File: src/sv/ccs_pkg.sv
// ----------------------------------------------------------------------------
// ccs_pkg
// Shared widths and the command word broadcast along the sorting chain.
// ----------------------------------------------------------------------------
package ccs_pkg;

   localparam int VALUE_W    = 32;
   localparam int RANK_OUT_W = 4;

   // broadcast to every cell in the chain each cycle
   typedef struct packed {
      logic                       insert;
      logic                       shift_out;
      logic signed [VALUE_W-1:0]  value;
   } cell_cmd_type;

endpackage

File: src/sv/ccs_channels.sv
// ----------------------------------------------------------------------------
// ccs_channels
// Valid/ready channels for incoming values and for sorted results.
// ----------------------------------------------------------------------------
interface ccs_req_if;
   logic                                valid;
   logic                                ready;
   logic signed [ccs_pkg::VALUE_W-1:0]  value;
   logic                                final_item;

   modport source (output valid, output value, output final_item, input ready);
   modport sink   (input valid, input value, input final_item, output ready);
endinterface

interface ccs_rsp_if;
   logic                                  valid;
   logic                                  ready;
   logic signed [ccs_pkg::VALUE_W-1:0]    sorted_value;
   logic        [ccs_pkg::RANK_OUT_W-1:0] rank;
   logic                                  end_of_run;
   logic                                  overflow;

   modport source (output valid, output sorted_value, output rank, output end_of_run,
                   output overflow, input ready);
   modport sink   (input valid, input sorted_value, input rank, input end_of_run,
                   input overflow, output ready);
endinterface

File: src/sv/ccs_cell.sv
// ----------------------------------------------------------------------------
// ccs_cell
// One slot of the insertion chain: holds a value, compares it with the
// broadcast value, and takes its own, the new or a neighbour's value.
// ----------------------------------------------------------------------------
module ccs_cell (
   input  logic                                clock,
   input  logic                                reset,
   input  ccs_pkg::cell_cmd_type               cmd,
   input  logic                                left_keep,
   input  logic signed [ccs_pkg::VALUE_W-1:0]  left_value,
   input  logic                                left_valid,
   input  logic signed [ccs_pkg::VALUE_W-1:0]  right_value,
   input  logic                                right_valid,
   output logic signed [ccs_pkg::VALUE_W-1:0]  value,
   output logic                                valid,
   output logic                                keep
);

   logic signed [ccs_pkg::VALUE_W-1:0] value_ff, value_in;
   logic                               valid_ff, valid_in;

   // stored values strictly below the new one stay put, ties move right
   assign keep  = valid_ff && (value_ff < cmd.value);
   assign value = value_ff;
   assign valid = valid_ff;

   always_comb begin
      value_in = value_ff;
      valid_in = valid_ff;
      if (cmd.insert) begin
         if (!keep) begin
            if (left_keep) begin
               value_in = cmd.value;
               valid_in = 1'b1;
            end else begin
               value_in = left_value;
               valid_in = left_valid;
            end
         end
      end else if (cmd.shift_out) begin
         value_in = right_value;
         valid_in = right_valid;
      end
   end

   always_ff @(posedge clock) begin
      value_ff <= value_in;
      if (reset) begin
         valid_ff <= 1'b0;
      end else begin
         valid_ff <= valid_in;
      end
   end

endmodule

File: src/sv/comparison_counting_sort_top.sv
// ----------------------------------------------------------------------------
// comparison_counting_sort_top
// Streaming sorter for signed 32-bit values. Values enter one per cycle
// while a set is loading: the new value is compared in every cell of the
// chain at once and slotted in ahead of all stored values not less than it,
// so equal values come out with the later arrival first. The word marked
// final_item closes the set; from the next cycle the chain shifts towards
// cell 0 and gives one result per cycle while rsp ready is high, ascending,
// with end_of_run on the greatest value. No request is taken during that
// burst. Values beyond MAX_ITEMS are dropped and every result of that set
// carries overflow.
// ----------------------------------------------------------------------------
module comparison_counting_sort_top #(
   parameter int MAX_ITEMS = 16
) (
   input  logic      clock,
   input  logic      reset,
   ccs_req_if.sink   req_bus,
   ccs_rsp_if.source rsp_bus
);

   localparam int CntW  = $clog2(MAX_ITEMS + 1);
   localparam int RankW = (MAX_ITEMS > 1) ? $clog2(MAX_ITEMS) : 1;

   typedef enum logic {LOAD, UNLOAD} state_type;

   state_type              state_ff, state_in;
   logic [CntW-1:0]        count_ff, count_in;
   logic [RankW-1:0]       rank_ff, rank_in;
   logic                   dropped_ff, dropped_in;

   logic                   req_take, rsp_take, full;
   ccs_pkg::cell_cmd_type  cmd;

   logic signed [ccs_pkg::VALUE_W-1:0] cell_value [MAX_ITEMS];
   logic                               cell_valid [MAX_ITEMS];
   logic                               cell_keep  [MAX_ITEMS];
   logic [RankW+3:0]                   rank_wide;

   assign full     = (count_ff == CntW'(MAX_ITEMS));
   assign req_take = req_bus.valid && req_bus.ready;
   assign rsp_take = rsp_bus.valid && rsp_bus.ready;

   assign cmd.insert    = req_take && !full;
   assign cmd.shift_out = rsp_take;
   assign cmd.value     = req_bus.value;

   for (genvar i = 0; i < MAX_ITEMS; i++) begin : g_cell
      logic                               l_keep, l_valid, r_valid;
      logic signed [ccs_pkg::VALUE_W-1:0] l_value, r_value;
      if (i == 0) begin : g_first
         assign l_keep  = 1'b1;
         assign l_value = '0;
         assign l_valid = 1'b0;
      end else begin : g_mid
         assign l_keep  = cell_keep[i-1];
         assign l_value = cell_value[i-1];
         assign l_valid = cell_valid[i-1];
      end
      if (i == MAX_ITEMS - 1) begin : g_last
         assign r_value = '0;
         assign r_valid = 1'b0;
      end else begin : g_inner
         assign r_value = cell_value[i+1];
         assign r_valid = cell_valid[i+1];
      end
      ccs_cell u_cell (
         .clock       (clock),
         .reset       (reset),
         .cmd         (cmd),
         .left_keep   (l_keep),
         .left_value  (l_value),
         .left_valid  (l_valid),
         .right_value (r_value),
         .right_valid (r_valid),
         .value       (cell_value[i]),
         .valid       (cell_valid[i]),
         .keep        (cell_keep[i])
      );
   end

   always_comb begin
      state_in   = state_ff;
      count_in   = count_ff;
      rank_in    = rank_ff;
      dropped_in = dropped_ff;
      case (state_ff)
         LOAD: begin
            if (req_take) begin
               if (full) begin
                  dropped_in = 1'b1;
               end else begin
                  count_in = count_ff + CntW'(1);
               end
               if (req_bus.final_item) begin
                  state_in = UNLOAD;
               end
            end
         end
         UNLOAD: begin
            if (rsp_take) begin
               count_in = count_ff - CntW'(1);
               rank_in  = rank_ff + RankW'(1);
               if (count_ff == CntW'(1)) begin
                  state_in   = LOAD;
                  rank_in    = '0;
                  dropped_in = 1'b0;
               end
            end
         end
         default: begin
            state_in = LOAD;
         end
      endcase
   end

   always_ff @(posedge clock) begin
      if (reset) begin
         state_ff   <= LOAD;
         count_ff   <= '0;
         rank_ff    <= '0;
         dropped_ff <= 1'b0;
      end else begin
         state_ff   <= state_in;
         count_ff   <= count_in;
         rank_ff    <= rank_in;
         dropped_ff <= dropped_in;
      end
   end

   assign rank_wide = {4'b0000, rank_ff};

   assign req_bus.ready        = (state_ff == LOAD);
   assign rsp_bus.valid        = (state_ff == UNLOAD);
   assign rsp_bus.sorted_value = cell_value[0];
   assign rsp_bus.rank         = rank_wide[3:0];
   assign rsp_bus.end_of_run   = (count_ff == CntW'(1));
   assign rsp_bus.overflow     = dropped_ff;

   // a result on offer always comes from a filled head cell
   a_head_filled : assert property (@(posedge clock) disable iff (reset)
      rsp_bus.valid |-> cell_valid[0])
      else $error("result offered from an empty head cell");

   a_count_bound : assert property (@(posedge clock) disable iff (reset)
      count_ff <= CntW'(MAX_ITEMS))
      else $error("fill count above capacity");

   a_final_unload : assert property (@(posedge clock) disable iff (reset)
      (req_take && req_bus.final_item) |=> (state_ff == UNLOAD))
      else $error("final word did not start the output burst");

   a_drop_when_full : assert property (@(posedge clock) disable iff (reset)
      $rose(dropped_ff) |-> $past(full))
      else $error("overflow raised with room left");

   // head cell is filled whenever the count shows stored values
   a_packed : assert property (@(posedge clock) disable iff (reset)
      (count_ff != '0) |-> cell_valid[0])
      else $error("chain head empty while values are stored");

endmodule
File: src/flat_wrapper.sv
// flat-port wrapper written by rule: the top's interface ports become plain ports
module comparison_counting_sort_top_flat 
#(
   parameter int MAX_ITEMS = 16
)
  (clock, reset, req_bus_valid, req_bus_value, req_bus_final_item, req_bus_ready, rsp_bus_valid, rsp_bus_sorted_value, rsp_bus_rank, rsp_bus_end_of_run, rsp_bus_overflow, rsp_bus_ready);
  ccs_req_if req_bus_i ();
  ccs_rsp_if rsp_bus_i ();
  input  logic clock;
  input  logic reset;
  input wire logic [$bits(req_bus_i.valid)-1:0] req_bus_valid;
  input wire logic [$bits(req_bus_i.value)-1:0] req_bus_value;
  input wire logic [$bits(req_bus_i.final_item)-1:0] req_bus_final_item;
  output wire logic [$bits(req_bus_i.ready)-1:0] req_bus_ready;
  output wire logic [$bits(rsp_bus_i.valid)-1:0] rsp_bus_valid;
  output wire logic [$bits(rsp_bus_i.sorted_value)-1:0] rsp_bus_sorted_value;
  output wire logic [$bits(rsp_bus_i.rank)-1:0] rsp_bus_rank;
  output wire logic [$bits(rsp_bus_i.end_of_run)-1:0] rsp_bus_end_of_run;
  output wire logic [$bits(rsp_bus_i.overflow)-1:0] rsp_bus_overflow;
  input wire logic [$bits(rsp_bus_i.ready)-1:0] rsp_bus_ready;
  assign req_bus_i.valid = req_bus_valid;
  assign req_bus_i.value = req_bus_value;
  assign req_bus_i.final_item = req_bus_final_item;
  assign req_bus_ready = req_bus_i.ready;
  assign rsp_bus_valid = rsp_bus_i.valid;
  assign rsp_bus_sorted_value = rsp_bus_i.sorted_value;
  assign rsp_bus_rank = rsp_bus_i.rank;
  assign rsp_bus_end_of_run = rsp_bus_i.end_of_run;
  assign rsp_bus_overflow = rsp_bus_i.overflow;
  assign rsp_bus_i.ready = rsp_bus_ready;
  comparison_counting_sort_top #(.MAX_ITEMS(MAX_ITEMS)) u_core (.clock(clock), .reset(reset), .req_bus(req_bus_i), .rsp_bus(rsp_bus_i));
endmodule
File: config.mk
export PLATFORM = sky130hd
export DESIGN_NAME = comparison_counting_sort_top_flat
export DESIGN_NICKNAME = d
export VERILOG_FILES = /design/src/sv/ccs_pkg.sv /design/src/sv/ccs_channels.sv /design/src/sv/ccs_cell.sv /design/src/sv/comparison_counting_sort_top.sv /design/src/flat_wrapper.sv
export SDC_FILE = /design/constraint.sdc
export NUM_CORES = 2
export LEC_CHECK = 0
export BUFFER_PORTS_ARGS = -buffer_cell sky130_fd_sc_hd__buf_2
export CAP_MARGIN = 30
export CORE_AREA = 2 2 310 312
export DETAILED_ROUTE_END_ITERATION = 8
export DIE_AREA = 0 0 312 314
export PLACE_DENSITY_LB_ADDON = 0.3
export SLEW_MARGIN = 20
export SYNTH_ARGS = -nofsm -noshare
export SYNTH_HDL_FRONTEND = slang
export SYNTH_HIERARCHICAL = 1
export SYNTH_SLANG_ARGS = --single-unit
File: constraint.sdc
create_clock -name clock -period 6.4 [get_ports clock]
set_clock_uncertainty 0.2 [all_clocks]
set_input_delay 1.92 -clock clock [delete_from_list [all_inputs] [get_ports clock]]
set_output_delay 1.92 -clock clock [all_outputs]
set_load 0.05 [all_outputs]
; ---- Word level (Yosys, flattened, before mapping)
; Index checks and enable logic that the tools add are counted.
[word_totals]
ff_bits = 539
out_inout_bits = 40
word_cells = 260
[op_classes]
addsub = 3
order_cmp = 16
n_eq_ne = 23
mux = 141
bitwise = 1
reduce_logical = 40
[ops]
columns = operator, count
row1 = $mux 32, 63
row2 = $lt 32x32->1, 16
row3 = $mux 1, 71
row4 = $ne 2x2->1 const B, 21
row5 = $reduce_and 2->1, 17
row6 = $logic_and 1x1->1, 19
row7 = $mux 5, 3
row8 = $pmux 5 s2, 1
row9 = $add 5x1->5 const B, 1
row10 = $eq 5x1->1 const B, 1
row11 = $eq 5x5->1 const B, 1
row12 = $sub 5x1->5 const B, 1
row13 = $add 4x1->4 const B, 1
row14 = $mux 4, 1
row15 = $pmux 1 s2, 2
row16 = $reduce_and 4->1, 1
row17 = $reduce_and 3->1, 1
row18 = $reduce_bool 2->1, 1
row19 = $logic_not 1->1, 1
row20 = $not 1->1, 1

; ---- Logic depth before layout (Yosys ltp)
[logic_depth]
depth_word = 5
mapped_depth = 12
depth_no_buf = 11

; ---- Modules after synthesis
; Netlist, hierarchy kept.
[by_module_without_submodules]
columns = mod, instances, cells_per_inst, area_each_um2, seq_area_each_um2
row1 = ccs_cell, 16, 260, 2482.4, 980.9
row2 = comparison_counting_sort_top, 1, 74, 660.6, 220.2

; ---- Least setup slack after synthesis
; OpenSTA, ideal clock, no wires.
[synth_timing]
path_kind = input to register
from = in req_bus_value[27]
to = reg u_core.g_cell[1].u_cell.value_ff (netlist bit u_core/g_cell[1].u_cell/value[10]) (data pin)
setup_ns = 0.270
arrival_time_ns = 4.393
required_time_ns = 5.930
path_slack_ns = 1.536
path_stages = 12
path_buffers = 2
path_cell_list = inv_1 ha_1 nand4_1 or4_1 a21oi_1 o41ai_1 and3b_4 nor3_1 clkbuf_1 buf_1 mux2i_1 a21oi_1
[synth_rtl]
columns = item, line
row1 = "start, declared", flat_wrapper.sv:12  ; input wire logic [$bits(req_bus_i.value)-1:0] req_bus_value;
row2 = "end signal, assigned", ccs_cell.sv:48  ; value_ff <= value_in;
row3 = "end, declared", ccs_cell.sv:20  ; logic signed [ccs_pkg::VALUE_W-1:0] value_ff, value_in;

==> results.cfg <==
[min_path]
hold_path_depth = 2
hold_start = u_core/rsp_bus.overflow$_SDFFE_PP0P_
hold_class = register to register
hold_end = u_core/rsp_bus.overflow$_SDFFE_PP0P_

[cts]
cts_hold_buf = 0
root_buffer = clkbuf_16
cts_inserted_buffers = 67
path_clk_slew_ns = 0.05
clock_path_buffers = 3
worstSkewPairLatency_ns = 0.62
cts_setup_buffers = 0
htreeDepth = 3
clock_sinks = 539
cts_resized = 0
cts_tree = built

[outcome]
status = completed

[global_routing]
antenna_found_initial = 0
grt_max_degree = 205
grt_usage_pct = 19.1
first_global_vias = 29100
grt_first_pass_wirelength_microns = 155000
grt_overflow_total = 0

[place]
portBuffers = 76
dp_hpwl_microns = 72700
pre_cts_ws_ns = 0.610
gp_routability_congestion = 0.853
placedCellCount = 5564
post_dp_cell_area_sq_um = 43000

[route]
dr_wl_met2_microns = 42700
drcViolationCount = 0
m1WireLength_microns = 47600
routed_wl_microns = 95500
drt_iter0_markers = 2169
wl_met3_microns = 3370
first_pass_iters = 7
avgViaCountPerCell = 5.33
drt.antenna.violating_nets = 0
top_layer = met4
detail_route.wl_per_cell_microns = 16.8
vias = 30300

[worst_setup_path]
reg2reg_depth = 10
required_ns = 6.52
reg2reg_to = u_core/g_cell[9].u_cell/value[1]$_DFFE_PP_
path_class = primary input to register
startpoint_type = primary input
endpoint_kind = register
arrival_ns = 5.32
path_max_fanout = 33
r2r_slack_ns = 2.63
r2r_start = u_core/g_cell[8].u_cell/value[1]$_DFFE_PP_

[power]
p_clk_share_pct = 30.1
power_frac_comb_pct = 28.3
p_leak_nw = 19.2
p_total_mw = 12.5
netSwitchingPower_mw = 4.07
switching_share_pct = 32.7
intPower_mw = 8.38
seqPwrFrac_pct = 41.6
max-vdd-ir-drop_v = 0.000215
p_per_area_nw_per_um2 = 276

[finish]
design_area_sq_um = 45200
area_growth_syn_to_layout_pct = 11.8
antenna_cells = 0
final_core_util_pct = 47.8
fillCellCount = 8995
instances_no_fill = 5684
drive_above_1_share_pct = 7.17
final_nets = 4907

[timing]
setup_tns_ns = 0
setup_violations = 0
relSlewSlack_pct = 40.9
setup_ws_ns = 1.20
tightest_slew_ns = 0.865
drv_slew = 0
period_needed_ns = 5.20
timing.final.crit_share_pct = 81.3
fmax_ghz = 0.192
hold_viol_final = 0
hold_slack_ns = 0.253
rsz0062_at_grt = no

[floorplan]
rows = 113
fp.coreArea_sq_um = 94400
num_io_pins = 77
fp.dieW_microns = 312
die_h_microns = 314
initial_utilization_pct = 42.7
die_area_sq_um = 98000

[logic_synthesis]
syn_area_sq_um = 40400
yosysWarnings = 6
synthCells = 4233
avgSynthCellArea_sq_um = 9.54

[run]
drv_cap = 0
## power groups by stage
stage                     sequential, mW  combinational [mW]  clock (mW)
after global routing                5.25                3.99        3.97
after detailed placement            5.23                3.54           0
after CTS                           5.17                3.53        3.84
after global placement              5.23                3.40           0
final                               5.18                3.53        3.74
after floorplan                     5.13                2.58           0
## registers in the layout (all words and copies together), names as in the netlist
name                        count
u_core/rsp_bus.valid            1
u_core/rsp_bus.rank             4
u_core/rsp_bus.overflow         1
u_core/count_ff                 5
u_core/g_cell.u_cell/value    512
u_core/g_cell.u_cell/valid     16
## per-layer routing
layer | global-route usage (%) | vias up
met4 | 3.93 | 0
met1 | 27.9 | 14100
met3 | 2.28 | 109
li1 | - | 15600
met2 | 30.4 | 488
met5 | 0 | -
## final cells by class
type,count,area [sq um],share of cell area [%]
Clock buffer,97,1900,4.22
Multi-Input combinational cell,3033,22000,48.8
Inverter,532,2000,4.42
Sequential cell,539,15900,35.2
Timing Repair Buffer,196,1510,3.34
Clock inverter,22,221,0.490
Tap cell,1265,1580,3.51
## worst max path at each step
stage / from / to
2_1_floorplan: req_bus_value[27] / u_core/g_cell[1].u_cell/value[10]$_DFFE_PP_
3_3_place_gp: req_bus_value[1] / u_core/g_cell[13].u_cell/value[1]$_DFFE_PP_
3_5_place_dp: req_bus_value[1] / u_core/g_cell[13].u_cell/value[7]$_DFFE_PP_
4_1_cts: req_bus_value[1] / u_core/g_cell[13].u_cell/value[1]$_DFFE_PP_
5_1_grt: req_bus_value[1] / u_core/g_cell[12].u_cell/value[3]$_DFFE_PP_
6_report: req_bus_value[1] / u_core/g_cell[13].u_cell/value[3]$_DFFE_PP_
## cells in the final DEF (no fill, tap or decap), types with 17 or more instances in the layout
cell	n
conb_1	67
clkbuf_16	71
edfxtp_1	512
nor2_1	553
a211oi_1	33
mux2i_1	513
o21ai_0	84
nand3_1	17
buf_12	18
nand2_1	101
nand4_1	97
or4_1	17
nor2b_1	18
a21oi_1	664
a2111oi_0	32
dfxtp_1	27
nor3_1	17
inv_1	530
buf_2	76
nand3b_1	17
buf_4	102
clkbuf_1	23
ha_1	501
a21o_1	96
a31oi_1	17
## critical path: stages
cell	delay [ns]
buf_2	0.39
buf_4	0.25
inv_1	0.05
ha_1	0.26
a2111oi_0	0.43
a2111oi_0	0.14
buf_4	0.17
o41ai_1	0.47
a21boi_0	0.32
nor3_2	0.25
buf_12	0.29
mux2i_1	0.25
a21oi_1	0.10
(Power assumes the default switching activity.)
